$ cat src/hdl/mlrq_pkg.sv
`timescale 1ns / 1ps
package mlrq_pkg;

   // Default sizing of the queue set.
   localparam int LEVELS_DEFAULT      = 4;
   localparam int QUEUE_DEPTH_DEFAULT = 16;

   // Fixed field widths of the request and response payloads.
   localparam int ID_W     = 8;
   localparam int LEVEL_W  = 4;
   localparam int STATUS_W = 3;

   // Request action codes.
   localparam logic ACT_ENQUEUE = 1'b0;
   localparam logic ACT_DEQUEUE = 1'b1;

   // Response status codes.
   localparam logic [STATUS_W-1:0] ST_ENQUEUED  = 3'd0;
   localparam logic [STATUS_W-1:0] ST_DUPLICATE = 3'd1;
   localparam logic [STATUS_W-1:0] ST_FULL      = 3'd2;
   localparam logic [STATUS_W-1:0] ST_DEQUEUED  = 3'd3;
   localparam logic [STATUS_W-1:0] ST_EMPTY     = 3'd4;

   // Commands from the controller to the datapath.
   typedef struct packed {
      logic accept;
      logic pick;
      logic scan;
      logic enq_finish;
      logic deq_read;
      logic deq_finish;
      logic empty_finish;
      logic push;
   } mlrq_cmd_type;

   // Status from the datapath to the controller.
   typedef struct packed {
      logic is_deq;
      logic any_ready;
      logic scan_done;
      logic out_free;
   } mlrq_stat_type;

endpackage

$ cat src/hdl/mlrq_req_if.sv
`timescale 1ns / 1ps
interface mlrq_req_if;
   import mlrq_pkg::*;

   logic               valid;
   logic               ready;
   logic               action;
   logic [ID_W-1:0]    task_id;
   logic [LEVEL_W-1:0] level;

   modport source (output valid, output action, output task_id, output level, input ready);
   modport sink   (input valid, input action, input task_id, input level, output ready);
endinterface

$ cat src/hdl/mlrq_rsp_if.sv
`timescale 1ns / 1ps
interface mlrq_rsp_if;
   import mlrq_pkg::*;

   logic                valid;
   logic                ready;
   logic [ID_W-1:0]     out_task_id;
   logic [LEVEL_W-1:0]  out_level;
   logic [STATUS_W-1:0] status;

   modport source (output valid, output out_task_id, output out_level, output status,
                   input ready);
   modport sink   (input valid, input out_task_id, input out_level, input status,
                   output ready);
endinterface

$ cat src/hdl/multilevel_ready_queue_unit.sv
// An enqueue reads the ids held at its level from the store for the duplicate scan, one store
// read a cycle; an enqueue to an empty level and a dequeue need no scan.
// Only one request is in flight at a time, so a new request is taken only once the last one has
// finished; a finished response waits in an output register while the next request is worked on.
// Reset is synchronous and empties every level at once; the store needs no clearing pass.
`timescale 1ns / 1ps
module multilevel_ready_queue_unit #(
   parameter int LEVELS      = mlrq_pkg::LEVELS_DEFAULT,
   parameter int QUEUE_DEPTH = mlrq_pkg::QUEUE_DEPTH_DEFAULT
) (
   input logic      clock,
   input logic      reset,
   mlrq_req_if.sink   req,
   mlrq_rsp_if.source rsp
);
   import mlrq_pkg::*;

   mlrq_cmd_type  cmd;
   mlrq_stat_type stat;

   mlrq_ctrl u_ctrl (
      .clock     (clock),
      .reset     (reset),
      .req_valid (req.valid),
      .req_ready (req.ready),
      .stat      (stat),
      .cmd       (cmd)
   );

   mlrq_datapath #(
      .LEVELS      (LEVELS),
      .QUEUE_DEPTH (QUEUE_DEPTH)
   ) u_datapath (
      .clock       (clock),
      .reset       (reset),
      .in_action   (req.action),
      .in_task_id  (req.task_id),
      .in_level    (req.level),
      .out_ready   (rsp.ready),
      .out_valid   (rsp.valid),
      .out_task_id (rsp.out_task_id),
      .out_level   (rsp.out_level),
      .out_status  (rsp.status),
      .cmd         (cmd),
      .stat        (stat)
   );

   // An accepted request keeps the input closed until its response is produced.
   a_busy_after_accept: assert property (@(posedge clock) disable iff (reset)
      req.valid && req.ready |=> !req.ready)
      else $error("request accepted while another was in flight");

   // Only a dequeue returns a task id.
   a_id_only_on_dequeue: assert property (@(posedge clock) disable iff (reset)
      rsp.valid && rsp.status != ST_DEQUEUED |-> rsp.out_task_id == '0)
      else $error("task id returned on a response that is not a dequeue");

   // An empty response carries level zero.
   a_empty_level_zero: assert property (@(posedge clock) disable iff (reset)
      rsp.valid && rsp.status == ST_EMPTY |-> rsp.out_level == '0)
      else $error("empty response with a non-zero level");

   // A response never reports a level beyond the last one.
   a_level_in_range: assert property (@(posedge clock) disable iff (reset)
      rsp.valid |-> {1'b0, rsp.out_level} < (LEVEL_W + 1)'(LEVELS))
      else $error("response level out of range");
endmodule

$ cat src/hdl/mlrq_ram.sv
`timescale 1ns / 1ps
module mlrq_ram #(
   parameter int WIDTH = 8,
   parameter int DEPTH = 64
) (
   input  logic                                   clock,
   input  logic                                   wr_en,
   input  logic [(DEPTH > 1 ? $clog2(DEPTH) : 1)-1:0] wr_addr,
   input  logic [WIDTH-1:0]                       wr_data,
   input  logic                                   rd_en,
   input  logic [(DEPTH > 1 ? $clog2(DEPTH) : 1)-1:0] rd_addr,
   output logic [WIDTH-1:0]                       rd_data
);
   logic [WIDTH-1:0] mem_ff [DEPTH];
   logic [WIDTH-1:0] rd_data_ff;

   // One write port and one registered read port.
   always_ff @(posedge clock) begin
      if (wr_en) begin
         mem_ff[wr_addr] <= wr_data;
      end
      if (rd_en) begin
         rd_data_ff <= mem_ff[rd_addr];
      end
   end

   assign rd_data = rd_data_ff;
endmodule

$ cat src/hdl/mlrq_ctrl.sv
`timescale 1ns / 1ps
module mlrq_ctrl (
   input  logic                   clock,
   input  logic                   reset,
   input  logic                   req_valid,
   output logic                   req_ready,
   input  mlrq_pkg::mlrq_stat_type stat,
   output mlrq_pkg::mlrq_cmd_type  cmd
);
   import mlrq_pkg::*;

   typedef enum logic [6:0] {
      S_IDLE     = 7'b0000001,
      S_LOAD     = 7'b0000010,
      S_SCAN     = 7'b0000100,
      S_ENQ_END  = 7'b0001000,
      S_DEQ_RD   = 7'b0010000,
      S_DEQ_WAIT = 7'b0100000,
      S_DONE     = 7'b1000000
   } state_type;

   state_type state_ff, state_in;

   // Sequencing of one request through the datapath.
   always_comb begin
      state_in  = state_ff;
      cmd       = '0;
      req_ready = 1'b0;
      unique case (state_ff)
         S_IDLE: begin
            req_ready = 1'b1;
            if (req_valid) begin
               cmd.accept = 1'b1;
               state_in   = S_LOAD;
            end
         end
         S_LOAD: begin
            if (!stat.is_deq) begin
               state_in = S_SCAN;
            end else if (stat.any_ready) begin
               cmd.pick = 1'b1;
               state_in = S_DEQ_RD;
            end else begin
               cmd.empty_finish = 1'b1;
               state_in         = S_DONE;
            end
         end
         S_SCAN: begin
            cmd.scan = 1'b1;
            if (stat.scan_done) begin
               state_in = S_ENQ_END;
            end
         end
         S_ENQ_END: begin
            cmd.enq_finish = 1'b1;
            state_in       = S_DONE;
         end
         S_DEQ_RD: begin
            cmd.deq_read = 1'b1;
            state_in     = S_DEQ_WAIT;
         end
         S_DEQ_WAIT: begin
            cmd.deq_finish = 1'b1;
            state_in       = S_DONE;
         end
         S_DONE: begin
            if (stat.out_free) begin
               cmd.push = 1'b1;
               state_in = S_IDLE;
            end
         end
         default: begin
            state_in = S_IDLE;
         end
      endcase
   end

   // State register.
   always_ff @(posedge clock) begin
      if (reset) begin
         state_ff <= S_IDLE;
      end else begin
         state_ff <= state_in;
      end
   end
endmodule

$ cat src/hdl/mlrq_datapath.sv
`timescale 1ns / 1ps
module mlrq_datapath #(
   parameter int LEVELS      = mlrq_pkg::LEVELS_DEFAULT,
   parameter int QUEUE_DEPTH = mlrq_pkg::QUEUE_DEPTH_DEFAULT
) (
   input  logic                            clock,
   input  logic                            reset,
   input  logic                            in_action,
   input  logic [mlrq_pkg::ID_W-1:0]       in_task_id,
   input  logic [mlrq_pkg::LEVEL_W-1:0]    in_level,
   input  logic                            out_ready,
   output logic                            out_valid,
   output logic [mlrq_pkg::ID_W-1:0]       out_task_id,
   output logic [mlrq_pkg::LEVEL_W-1:0]    out_level,
   output logic [mlrq_pkg::STATUS_W-1:0]   out_status,
   input  mlrq_pkg::mlrq_cmd_type           cmd,
   output mlrq_pkg::mlrq_stat_type          stat
);
   import mlrq_pkg::*;

   localparam int LVL_W   = (LEVELS > 1) ? $clog2(LEVELS) : 1;
   localparam int SLOT_W  = $clog2(QUEUE_DEPTH);
   localparam int CNT_W   = $clog2(QUEUE_DEPTH + 1);
   localparam int ENTRIES = LEVELS * QUEUE_DEPTH;
   localparam int ADDR_W  = $clog2(ENTRIES);
   localparam logic [CNT_W-1:0] DEPTH_C  = CNT_W'(QUEUE_DEPTH);
   localparam logic [LVL_W-1:0] LAST_LVL = LVL_W'(LEVELS - 1);

   // Slot at a given offset from the head, wrapping at the ring depth.
   function automatic logic [SLOT_W-1:0] ring_slot(input logic [SLOT_W-1:0] head,
                                                   input logic [CNT_W-1:0]  offset);
      logic [CNT_W:0] sum;
      sum = (CNT_W + 1)'(head) + (CNT_W + 1)'(offset);
      if (sum >= (CNT_W + 1)'(QUEUE_DEPTH)) begin
         sum = sum - (CNT_W + 1)'(QUEUE_DEPTH);
      end
      return SLOT_W'(sum);
   endfunction

   // Per-level ring pointers.
   logic [SLOT_W-1:0] head_ff [LEVELS];
   logic [CNT_W-1:0]  cnt_ff  [LEVELS];

   // Request being worked on.
   logic             act_ff;
   logic [ID_W-1:0]  id_ff;
   logic [LVL_W-1:0] lvl_ff, lvl_in;

   // Duplicate scan state.
   logic [CNT_W-1:0] off_ff;
   logic             pend_ff;
   logic             hit_ff;

   // Finished result and the output register.
   logic [ID_W-1:0]     res_id_ff;
   logic [LVL_W-1:0]    res_lvl_ff;
   logic [STATUS_W-1:0] res_status_ff;
   logic                out_valid_ff;
   logic [ID_W-1:0]     out_id_ff;
   logic [LEVEL_W-1:0]  out_level_ff;
   logic [STATUS_W-1:0] out_status_ff;

   logic [SLOT_W-1:0] cur_head;
   logic [CNT_W-1:0]  cur_cnt;
   logic              scan_more;
   logic [LVL_W-1:0]  pick_lvl;
   logic              any_ready;
   logic              rd_en;
   logic              wr_en;
   logic [SLOT_W-1:0] rd_slot;
   logic [SLOT_W-1:0] wr_slot;
   logic [ADDR_W-1:0] rd_addr;
   logic [ADDR_W-1:0] wr_addr;
   logic [ID_W-1:0]   rd_data;
   logic              hit_now;
   logic              is_full;

   assign cur_head  = head_ff[lvl_ff];
   assign cur_cnt   = cnt_ff[lvl_ff];
   assign scan_more = off_ff < cur_cnt;
   assign hit_now   = pend_ff && (rd_data == id_ff);
   assign is_full   = cur_cnt == DEPTH_C;

   // First non-empty level, level 0 having the highest priority.
   always_comb begin
      pick_lvl  = '0;
      any_ready = 1'b0;
      for (int i = LEVELS - 1; i >= 0; i--) begin
         if (cnt_ff[i] != '0) begin
            pick_lvl  = LVL_W'(i);
            any_ready = 1'b1;
         end
      end
   end

   // Clamp the requested level to the lowest priority level.
   always_comb begin
      if ({1'b0, in_level} >= (LEVEL_W + 1)'(LEVELS)) begin
         lvl_in = LAST_LVL;
      end else begin
         lvl_in = LVL_W'(in_level);
      end
   end

   // Store addressing: the scan and the dequeue share the read port.
   assign rd_en   = (cmd.scan && scan_more) || cmd.deq_read;
   assign rd_slot = cmd.deq_read ? cur_head : ring_slot(cur_head, off_ff);
   assign wr_slot = ring_slot(cur_head, cur_cnt);
   assign wr_en   = cmd.enq_finish && !hit_ff && !is_full;
   assign rd_addr = ADDR_W'(lvl_ff) * ADDR_W'(QUEUE_DEPTH) + ADDR_W'(rd_slot);
   assign wr_addr = ADDR_W'(lvl_ff) * ADDR_W'(QUEUE_DEPTH) + ADDR_W'(wr_slot);

   mlrq_ram #(
      .WIDTH (ID_W),
      .DEPTH (ENTRIES)
   ) u_store (
      .clock   (clock),
      .wr_en   (wr_en),
      .wr_addr (wr_addr),
      .wr_data (id_ff),
      .rd_en   (rd_en),
      .rd_addr (rd_addr),
      .rd_data (rd_data)
   );

   // Ring pointers: an enqueue grows the level, a dequeue advances its head.
   always_ff @(posedge clock) begin
      if (reset) begin
         for (int i = 0; i < LEVELS; i++) begin
            head_ff[i] <= '0;
            cnt_ff[i]  <= '0;
         end
      end else if (wr_en) begin
         cnt_ff[lvl_ff] <= cur_cnt + CNT_W'(1);
      end else if (cmd.deq_finish) begin
         head_ff[lvl_ff] <= ring_slot(cur_head, CNT_W'(1));
         cnt_ff[lvl_ff]  <= cur_cnt - CNT_W'(1);
      end
   end

   // Request capture and the duplicate scan, one slot issued per cycle.
   always_ff @(posedge clock) begin
      if (reset) begin
         pend_ff <= 1'b0;
      end else if (cmd.accept) begin
         pend_ff <= 1'b0;
      end else if (cmd.scan) begin
         pend_ff <= scan_more;
      end
   end

   always_ff @(posedge clock) begin
      if (cmd.accept) begin
         act_ff <= in_action;
         id_ff  <= in_task_id;
         lvl_ff <= lvl_in;
         off_ff <= '0;
         hit_ff <= 1'b0;
      end else if (cmd.pick) begin
         lvl_ff <= pick_lvl;
      end else if (cmd.scan) begin
         if (scan_more) begin
            off_ff <= off_ff + CNT_W'(1);
         end
         hit_ff <= hit_ff || hit_now;
      end
   end

   // Result of the finished request.
   always_ff @(posedge clock) begin
      if (cmd.enq_finish) begin
         res_id_ff  <= '0;
         res_lvl_ff <= lvl_ff;
         if (hit_ff) begin
            res_status_ff <= ST_DUPLICATE;
         end else if (is_full) begin
            res_status_ff <= ST_FULL;
         end else begin
            res_status_ff <= ST_ENQUEUED;
         end
      end else if (cmd.deq_finish) begin
         res_id_ff     <= rd_data;
         res_lvl_ff    <= lvl_ff;
         res_status_ff <= ST_DEQUEUED;
      end else if (cmd.empty_finish) begin
         res_id_ff     <= '0;
         res_lvl_ff    <= '0;
         res_status_ff <= ST_EMPTY;
      end
   end

   // Output register towards the response channel.
   always_ff @(posedge clock) begin
      if (reset) begin
         out_valid_ff <= 1'b0;
      end else if (cmd.push) begin
         out_valid_ff <= 1'b1;
      end else if (out_ready) begin
         out_valid_ff <= 1'b0;
      end
   end

   always_ff @(posedge clock) begin
      if (cmd.push) begin
         out_id_ff     <= res_id_ff;
         out_level_ff  <= LEVEL_W'(res_lvl_ff);
         out_status_ff <= res_status_ff;
      end
   end

   assign out_valid   = out_valid_ff;
   assign out_task_id = out_id_ff;
   assign out_level   = out_level_ff;
   assign out_status  = out_status_ff;

   assign stat.is_deq    = act_ff == ACT_DEQUEUE;
   assign stat.any_ready = any_ready;
   assign stat.scan_done = !scan_more && !pend_ff;
   assign stat.out_free  = !out_valid_ff || out_ready;
endmodule

$ cat src/flat_wrapper.sv
// flat-port wrapper written by rule: the top's interface ports become plain ports
module multilevel_ready_queue_unit_flat import mlrq_pkg::*;
#(
   parameter int LEVELS      = mlrq_pkg::LEVELS_DEFAULT,
   parameter int QUEUE_DEPTH = mlrq_pkg::QUEUE_DEPTH_DEFAULT
)
  (clock, reset, req_valid, req_action, req_task_id, req_level, req_ready, rsp_valid, rsp_out_task_id, rsp_out_level, rsp_status, rsp_ready);
  mlrq_req_if req_i ();
  mlrq_rsp_if rsp_i ();
  input logic clock;
  input logic reset;
  input wire logic [$bits(req_i.valid)-1:0] req_valid;
  input wire logic [$bits(req_i.action)-1:0] req_action;
  input wire logic [$bits(req_i.task_id)-1:0] req_task_id;
  input wire logic [$bits(req_i.level)-1:0] req_level;
  output wire logic [$bits(req_i.ready)-1:0] req_ready;
  output wire logic [$bits(rsp_i.valid)-1:0] rsp_valid;
  output wire logic [$bits(rsp_i.out_task_id)-1:0] rsp_out_task_id;
  output wire logic [$bits(rsp_i.out_level)-1:0] rsp_out_level;
  output wire logic [$bits(rsp_i.status)-1:0] rsp_status;
  input wire logic [$bits(rsp_i.ready)-1:0] rsp_ready;
  assign req_i.valid = req_valid;
  assign req_i.action = req_action;
  assign req_i.task_id = req_task_id;
  assign req_i.level = req_level;
  assign req_ready = req_i.ready;
  assign rsp_valid = rsp_i.valid;
  assign rsp_out_task_id = rsp_i.out_task_id;
  assign rsp_out_level = rsp_i.out_level;
  assign rsp_status = rsp_i.status;
  assign rsp_i.ready = rsp_ready;
  multilevel_ready_queue_unit #(.LEVELS(LEVELS), .QUEUE_DEPTH(QUEUE_DEPTH)) u_core (.clock(clock), .reset(reset), .req(req_i), .rsp(rsp_i));
endmodule
$ cat config.mk
export PLATFORM = sky130hd
export DESIGN_NAME = multilevel_ready_queue_unit_flat
export DESIGN_NICKNAME = d
export VERILOG_FILES = /design/src/hdl/mlrq_pkg.sv /design/src/hdl/mlrq_req_if.sv /design/src/hdl/mlrq_rsp_if.sv /design/src/hdl/multilevel_ready_queue_unit.sv /design/src/hdl/mlrq_ram.sv /design/src/hdl/mlrq_ctrl.sv /design/src/hdl/mlrq_datapath.sv /design/src/flat_wrapper.sv
export SDC_FILE = /design/constraint.sdc
export NUM_CORES = 1
export LEC_CHECK = 0
export BUFFER_PORTS_ARGS = -buffer_cell sky130_fd_sc_hd__buf_2
export CAP_MARGIN = 20
export CORE_ASPECT_RATIO = 1.75
export CORE_MARGIN = 5
export CORE_UTILIZATION = 50
export CTS_BUF_LIST = sky130_fd_sc_hd__clkbuf_16
export CTS_CLUSTER_DIAMETER = 40
export DETAILED_ROUTE_END_ITERATION = 8
export PLACE_DENSITY = 0.76
export SYNTH_ARGS = -nofsm -noshare
export SYNTH_HDL_FRONTEND = slang
export SYNTH_SLANG_ARGS = --single-unit
$ cat constraint.sdc
create_clock -name clock -period 4.52 [get_ports clock]
set_input_delay 1.13 -clock clock [delete_from_list [all_inputs] [get_ports clock]]
set_output_delay 1.13 -clock clock [all_outputs]
set_load 0.02 [all_outputs]
==> flow_results.org, run 1 <==
** Timing
- Final-layout setup total negative slack :: 0 ns
- Final Max Tran Viols :: 0
- Setup repair after global routing left no endpoint under its margin.
- Headroom to the max-slew limit :: 22.8%
- For the pin with the worst max-slew slack, the measured transition is 1.16 ns.
- Setup violations remaining at the end of the flow were counted as 0.
- The clock arrives with 0.0198 ns of skew.
- The clock period could shrink to 4.25 ns.
- Static timing analysis puts the maximum clock frequency at 0.235 GHz.
- Final Cycle Share :: 94.0%
- Final hold violation count :: 0
- Once routing completed, OpenROAD measured the worst setup slack at 0.270 ns.

** Synthesis
- Post-synth design cell area :: 24600 um2
- Number of distinct library cells after synthesis :: 57
- Among all flip-flop cells after synthesis, the most frequent one is sky130_fd_sc_hd__edfxtp_1.
- Sequential area share after synthesis :: 73.6%
- Yosys mapped a number of flops with a built-in enable equal to 585.
- sky130_fd_sc_hd__edfxtp_1 takes more of the synthesized area than any other cell.
- In this run the biggest area consumer among cell types represents 71.5% of the synthesized area.
- The average instance in the mapped netlist occupies 14.2 um2.
- In the synthesized netlist, the cells that appear most often are sky130_fd_sc_hd__edfxtp_1, sky130_fd_sc_hd__nand2_1, sky130_fd_sc_hd__nor2_1.
- Number of synthesized register bits :: 610
- Largest cells by area after synthesis :: sky130_fd_sc_hd__edfxtp_1, sky130_fd_sc_hd__nand2_1, sky130_fd_sc_hd__mux2i_1
- Share of async-settable or async-resettable flops after synthesis :: 0%
- The most common cell in the synthesized netlist is sky130_fd_sc_hd__edfxtp_1.
- Yosys warnings :: 0
- Synthesized instance count :: 1725

** Place
- In this run the tool buffered the top-level ports with 31 buffer cells.
- Final weighted congestion in routability-driven placement :: 0.993
- Summed over all nets, the half-perimeter wirelength after detailed placement is 42800 um.
- OpenSTA, run right after detailed placement, puts the worst setup slack at 0.382 ns.
- Once placement finished, the instance area stood at 26100 um2.

** Clock tree
- The tree is rooted in a sky130_fd_sc_hd__clkbuf_16.
- Maximum buffer depth of the clock tree :: 3
- Total setup buffers inserted after CTS :: 0
- The clock tree synthesis step divided the H-tree into 2 levels.
- Inserted Clock Buffers :: 51
- Hold repair after CTS inserted 0 buffers.
- TritonCTS built the clock tree.
- Post-CTS repair changed the size of 0 cells.
- For the worst-skew pair, the clock arrives at the later sink with an insertion delay of 0.58 ns.
- CTS clock-pin slew for the worst setup and hold paths :: 0.07 ns
- Clock tree synthesis found a total of 610 sinks.

** Worst setup path
- Counting both buffers and inverters, the worst setup path holds a total of 2.
- Of all nets on the critical path, the largest fanout is 51.
- Critical path class :: reg -> reg
- STA classifies the critical path startpoint as a register.
- Worst Reg2Reg Path Length in Cells :: 11
- The kind of cell with the highest combined delay along the critical path is simple AND/OR/NAND/NOR gates.
- CP max stage delay :: 0.67 ns
- Arrival time of data at the critical path endpoint :: 4.56 ns
- Critical Path Stages :: 11
- The critical path goes through mux4_2 -> ha_1 -> inv_1 -> fa_1 -> or3_1 -> o31ai_4 -> buf_4 -> nand3_1 -> nand4_1 -> o311a_1 -> a31oi_1.
- Critical path required time :: 4.83 ns
- Category of the worst setup path capture point :: register
- The slowest stage of the critical path is the sky130_fd_sc_hd__mux4_2 cell.

** Die
- In this run the horizontal extent of the chip is 178 um.
- Initial standard-cell utilization of the core :: 50.4%
- The floorplan has 107 rows.
- Die outline height :: 303 um
- Area of the core :: 48700 um2
- The floorplan step defined a die boundary enclosing 53800 um2.
- Pin placement for this block handled 34 I/O pins.

** Drt
- In the routed design, unresolved DRC markers number 0.
- Detail-routed net length per standard cell :: 24.9 um
- Count of TritonRoute iterations in the first routing pass :: 7
- Via count :: 15.1k
- Iter 0 DRT Violations :: 1342
- The final layout contains routed wiring with a total length of 63300 um.
- Detail-routed via count per cell :: 5.96
- In this run the remaining antenna-violating nets after routing total 0.

** Cells and area
- Proportion of layout cells with a drive suffix above 1 :: 13.4%
- Layout area overhead :: 13.1%
- After filler insertion, the fill cell instance count of the layout stands at 3820.
- Diode count :: 0
- Final Instance Area :: 27800 um2
- In the final design database the tool counted 1878 nets.

** GRT
- Entering global routing, the biggest net connects 75 pins.
- Vias in the first global route :: 15.4k
- The initial antenna violation count came to 0.
- The first global-routing pass estimated 94000 um of wire.
- After global routing the overflow that remains totals 0.
- Global routing consumed, over all layers together, 23.4% of the routing resources.

** Power and ir drop
- Highest ir drop seen on vdd :: 0.283 mV
- In this run the power density over the cells is 512 nW/um2.
- In this run the static leakage power is 9.64 nW.

** Worst hold path
- Along the worst hold path, the cell count comes to 0.
- In this run the worst hold path is classified as reg -> reg.

** Run status
- The flow ran to the end, and the final reports show no timing, DRC or antenna violations.

** Job
- Maxcap violations :: 0
sequential cells by signal, summed over array words and instances, names as in the netlist, named ones only:
register,count
u_core.u_datapath.res_lvl_ff,2
u_core.u_datapath.cnt_ff,20
u_core.u_datapath.out_status,3
u_core.u_ctrl.state_ff,7
u_core.u_datapath.head_ff,16
u_core.u_datapath.hit_ff,1
u_core.u_datapath.res_id_ff,8
u_core.u_datapath.lvl_ff,2
u_core.u_datapath.out_task_id,8
u_core.u_datapath.out_valid,1
u_core.u_datapath.off_ff,5
u_core.u_datapath.u_store.rd_data,8
u_core.u_datapath.pend_ff,1
u_core.u_datapath.out_level,2
u_core.u_datapath.res_status_ff,3
u_core.u_datapath.u_store.mem_ff,512
u_core.u_datapath.id_ff,8
u_core.u_datapath.act_ff,1
final cells by class:
cell class	count	area, um2	share of cell area, %
Multi-Input combinational cell	1000	5960	21.5
Sequential cell	610	18100	65.1
Clock inverter	39	297	1.07
Inverter	26	97.6	0.352
Tap cell	654	818	2.95
Clock buffer	53	1330	4.78
Timing Repair Buffer	157	1200	4.31
worst reg2reg max path, cell delays in order (launching register included):
cell and delay [ns]:
sky130_fd_sc_hd__dfxtp_1 0.51, sky130_fd_sc_hd__mux4_2 0.67, sky130_fd_sc_hd__ha_1 0.25, sky130_fd_sc_hd__inv_1 0.09, sky130_fd_sc_hd__fa_1 0.47, sky130_fd_sc_hd__or3_1 0.44, sky130_fd_sc_hd__o31ai_4 0.20, sky130_fd_sc_hd__buf_4 0.63
sky130_fd_sc_hd__nand3_1 0.17, sky130_fd_sc_hd__nand4_1 0.25, sky130_fd_sc_hd__o311a_1 0.23, sky130_fd_sc_hd__a31oi_1 0.08
where the power goes:
group / total (mW) / switching [mW] / leakage [nW] / internal [mW]
clock: 4.31 / 1.96 / 0.814 / 2.36
combinational: 3.47 / 2.37 / 3.31 / 1.10
sequential: 6.44 / 0.0926 / 5.51 / 6.35
total: 14.2 / 4.42 / 9.64 / 9.81
stage by stage:
step | util [%] | hold WS [ns] | cells | total power [mW]
3_5_place_dp | 53.6 | 0.414 | 2446 | 9.96
4_1_cts | 56.9 | 0.429 | 2538 | 14.2
2_1_floorplan | - | 0.400 | 1726 | 8.69
3_3_place_gp | 53.6 | 0.406 | 2446 | 9.90
6_report | 57.0 | 0.431 | 2539 | 14.2
5_1_grt | 57.0 | 0.435 | 2539 | 14.7
worst paths after layout:
| path | end | startpoint | slack (ns) |
|---|---|---|---|
| worst max-delay path | u_core.u_datapath.u_store.rd_data[7] | register | 0.27 |
| worst min-delay path | u_core.u_datapath.out_status[0] | u_core.u_datapath.res_status_ff[0] | 0.43 |
| worst max register to register | u_core.u_datapath.u_store.rd_data[7] | register | 0.27 |
| worst min register to register | u_core.u_datapath.out_status[0] | u_core.u_datapath.res_status_ff[0] | 0.43 |
logic make-up (layout without fill, tap and decap cells):
group	count (synthesis)	count (layout)	share of synthesized area [%]
AND/OR/NAND/NOR	698	698	12.5
adder cells (fa/ha/maj)	15	15	0.826
multiplexers	100	100	4.61
buffers and inverters	116	275	2.23
XOR/XNOR	25	25	0.892
other	1	2	0.0153
flip-flops	610	610	73.6
AO/OA/AOI/OAI	160	160	5.39
per-layer routing:
layer  vias up  wire (um)  share of wire, %  GRT usage [%]
met4         0       5260               8.3           16.3
met5         -          0                 0              0
met2       698      32600                52           42.0
li1       6733          -                 -              -
met1      7501      21400                34           25.4
met3       195       4080               6.4           3.22
cells in the final DEF (no fill, tap or decap), types with 25 or more instances in the layout:
| cell type | count |
|---|---|
| sky130_fd_sc_hd__edfxtp_1 | 585 |
| sky130_fd_sc_hd__buf_2 | 31 |
| sky130_fd_sc_hd__dfxtp_1 | 25 |
| sky130_fd_sc_hd__a32oi_1 | 72 |
| sky130_fd_sc_hd__mux2i_1 | 89 |
| sky130_fd_sc_hd__inv_1 | 33 |
| sky130_fd_sc_hd__nand2_1 | 372 |
| sky130_fd_sc_hd__nand3_1 | 97 |
| sky130_fd_sc_hd__nand4_1 | 52 |
| sky130_fd_sc_hd__nor2_1 | 120 |
| sky130_fd_sc_hd__buf_4 | 118 |
| sky130_fd_sc_hd__clkbuf_16 | 53 |
Note: power is estimated with default switching activity, not from simulation.
==> inputs of run 2 (changes only) <==
--- a/config.mk
+++ b/config.mk
@@ -7,13 +7,15 @@
 export LEC_CHECK = 0
 export BUFFER_PORTS_ARGS = -buffer_cell sky130_fd_sc_hd__buf_2
 export CAP_MARGIN = 20
+export CELL_PAD_IN_SITES_DETAIL_PLACEMENT = 1
+export CELL_PAD_IN_SITES_GLOBAL_PLACEMENT = 1
 export CORE_ASPECT_RATIO = 1.75
 export CORE_MARGIN = 5
 export CORE_UTILIZATION = 50
 export CTS_BUF_LIST = sky130_fd_sc_hd__clkbuf_16
 export CTS_CLUSTER_DIAMETER = 40
 export DETAILED_ROUTE_END_ITERATION = 8
-export PLACE_DENSITY = 0.76
+export PLACE_DENSITY = 0.85
 export SYNTH_ARGS = -nofsm -noshare
 export SYNTH_HDL_FRONTEND = slang
 export SYNTH_SLANG_ARGS = --single-unit
==> run 2 against run 1 <==
  * Via count up 6.1%
  * Combinational power up 8.6%
  * Die area unchanged
  * Critical path depth down 1
  * Clock skew up 0.016 ns
  * Final area about the same
  * Fmax down 3.7%
  * Non-clock buffer count down 22
  * Critical path type unchanged
  * Largest cell class unchanged
==> flow_results.org, run 2 (synthesis results as in run 1) <==
** Power and ir drop
- Ratio of total power to cell area :: 534 nW/um2
- Leakage power figure :: 9.60 nW
- After layout, the design draws a total of 14.8 mW.
- Highest ir drop seen on vdd :: 0.304 mV

** Timing
- Max Clock Skew :: 0.0363 ns
- Top achievable clock speed :: 0.227 GHz
- Final hold violation count :: 0
- Setup total negative slack on the finished layout was measured at 0 ns.
- Headroom to the max-slew limit :: 25.5%
- Setup repair after global routing left no endpoint under its margin.
- Final worst path period need :: 4.41 ns
- Actual slew at the worst max-slew pin :: 1.12 ns
- Final Max Tran Viols :: 0
- Setup violations remaining at the end of the flow were counted as 0.
- Hold Worst Slack :: 0.424 ns
- Final Cycle Share :: 97.6%

** Die
- For this design the top-level I/O count stands at 34.
- In this run the vertical extent of the chip is 303 um.
- Area of the core :: 48700 um2
- FP Rows :: 107
- Initial standard-cell utilization of the core :: 50.4%
- Horiz. Die Dim :: 178 um
- Floorplan die area :: 53800 um2

** Worst setup path
- Of all nets on the critical path, the largest fanout is 16.
- The worst setup path is captured at a register.
- Critical path required time :: 4.94 ns
- Startpoint type of the worst setup path :: register
- Critical path class :: reg -> reg
- Sequence of cells on the critical path :: buf_4 -> mux4_2 -> ha_1 -> a21oi_1 -> xor2_1 -> o21ai_0 -> and3_1 -> nand4_1 -> and4_1 -> a31oi_1
- CP max stage delay :: 0.76 ns
- The slowest stage of the critical path is the sky130_fd_sc_hd__and3_1 cell.
- For the worst setup path, the data arrival time is 4.83 ns.

** Place
- Final weighted congestion in routability-driven placement :: 0.944
- The wire-length estimate of the detail-placed layout is 50500 um.
- Number of port buffers :: 31

** Drt
- Detail-routed net length per standard cell :: 30.5 um
- Dividing the detail-routed via count by the number of cells gives 6.36.
- After the first detailed-routing iteration, the DRC count stood at 1721.
- Wire length reported by the detailed router :: 77000 um
- DRC errors left :: 0
- Post-route ant nets :: 0
- Detailed routing inserted a total of 16.1k vias.
- The first TritonRoute pass finished after 5 iterations.

** Clock tree
- Maximum buffer depth of the clock tree :: 3
- Total setup buffers inserted after CTS :: 0
- Inserted Clock Buffers :: 53
- Max H-tree Level :: 2
- For this design, the CTS-stage hold fixing added 0 buffers.
- Clock-pin slew was measured on the worst setup and hold paths at 0.07 ns.
- Buffer type at the clock tree root :: sky130_fd_sc_hd__clkbuf_16
- After clock tree synthesis, the repair step resized 0 gates.
- The clock drives 610 sinks.
- TritonCTS built the clock tree.
- Clk Latency, worst-skew pair :: 0.62 ns

** Cells and area
- The number of antenna diodes in the final layout is 0.
- Most common cell after layout, fill and taps aside :: sky130_fd_sc_hd__edfxtp_1
- Area occupied by multi-input gates :: 5960 um2
- Total of fill cells in the finished design :: 4724
- The largest registers in the layout are u_core.u_datapath.u_store.mem_ff x512, u_core.u_datapath.cnt_ff x20, u_core.u_datapath.head_ff x16.
- Of the cells placed in the final design, the portion with a size suffix greater than 1 is 13.2%.
- Cells fill 57.0% of the core in the end.
- Counting flops per register, the top entry is u_core.u_datapath.u_store.mem_ff.
- Leaving out fill and tap cells, the most frequent cells in the layout are sky130_fd_sc_hd__edfxtp_1, sky130_fd_sc_hd__nand2_1, sky130_fd_sc_hd__nor2_1, sky130_fd_sc_hd__nand3_1, sky130_fd_sc_hd__buf_4.
- In the final design database the tool counted 1858 nets.
- The area growth from synthesis to layout is 13.1%.
- FF/Latch Area :: 18100 um2
- Largest register FFs :: 512

** Run status
- Run status :: complete, no violations

** GRT
- The number of global-route vias before repair is 17.1k.
- Entering global routing, the biggest net connects 66 pins.
- Global routing used 28.7% of the available tracks.
- The initial antenna violation count came to 0.
- Global-route wire length before repair :: 113000 um
- Overflow left after global routing :: 0

** Worst hold path
- Type of the most critical hold path :: reg -> reg

** Job
- Maxcap violations :: 0
==> run 2: cell types whose count changed in the layout (fill, tap and decap cells not counted), moves of 2 or more <==
cell	previous run	this run
sky130_fd_sc_hd__buf_4	118	94
sky130_fd_sc_hd__inv_1	33	27
sky130_fd_sc_hd__clkinv_8	0	4
sky130_fd_sc_hd__buf_12	7	10
sky130_fd_sc_hd__clkbuf_16	53	56
sky130_fd_sc_hd__clkinv_1	12	9
sky130_fd_sc_hd__clkinv_2	7	10
sky130_fd_sc_hd__inv_4	0	3
sky130_fd_sc_hd__clkinv_4	0	2
sky130_fd_sc_hd__inv_6	2	4
==> run 2: area by class of cell <==
| type | instances | area share (%) |
|---|---|---|
| tap | 654 | 2.95 |
| clock inverter | 44 | 1.33 |
| multi-input combinational | 1000 | 21.5 |
| clock buffer | 56 | 5.05 |
| timing repair buffer | 135 | 3.82 |
| sequential | 610 | 65.0 |
| inverter | 26 | 0.351 |
==> run 2: metal layers <==
metal | vias to the layer above | share of wire [%] | GRT usage [%]
met5 | - | 0 | 0
li1 | 6714 | - | -
met4 | 0 | 11 | 25.1
met1 | 8019 | 31 | 30.0
met3 | 356 | 6.9 | 4.49
met2 | 963 | 50 | 49.7
==> run 2: stage by stage <==
step                      setup WS, ns  instance area, um2  instances
final                            0.109               27800       2525
after global routing            0.0499               27800       2525
after CTS                        0.269               27800       2525
after detailed placement         0.389               26000       2425
after global placement           0.528               26000       2425
after floorplan                   1.11               24600       1726
==> run 2: critical path, delay by kind of cell, from the launching register on <==
kind / cells / cell delay [ns]
and+or+nand+nor: 3 / 1.56
AOI/OAI and AO/OA: 3 / 0.88
muxes: 1 / 0.67
DFF: 1 / 0.40
adders and majority gates: 1 / 0.37
buffers and inverters: 1 / 0.22
xor gates and xnor gates: 1 / 0.13
==> run 2: path summary, 6_finish.rpt <==
path | end | from | slack [ns] | cells after the start
worst max register to register | u_core.u_datapath.u_store.rd_data[6] | register | 0.11 | 10
worst min-delay path | u_core.u_datapath.out_status[0] | u_core.u_datapath.res_status_ff[0] | 0.42 | 0
worst min register to register | u_core.u_datapath.out_status[0] | u_core.u_datapath.res_status_ff[0] | 0.42 | 0
worst max-delay path | u_core.u_datapath.u_store.rd_data[6] | register | 0.11 | 10
==> run 2: power by group <==
part	switching (mW)	total, mW	internal, mW	leakage (nW)
sequential	0.0592	6.41	6.35	5.51
combinational	2.69	3.77	1.08	3.21
clock	2.18	4.64	2.46	0.875
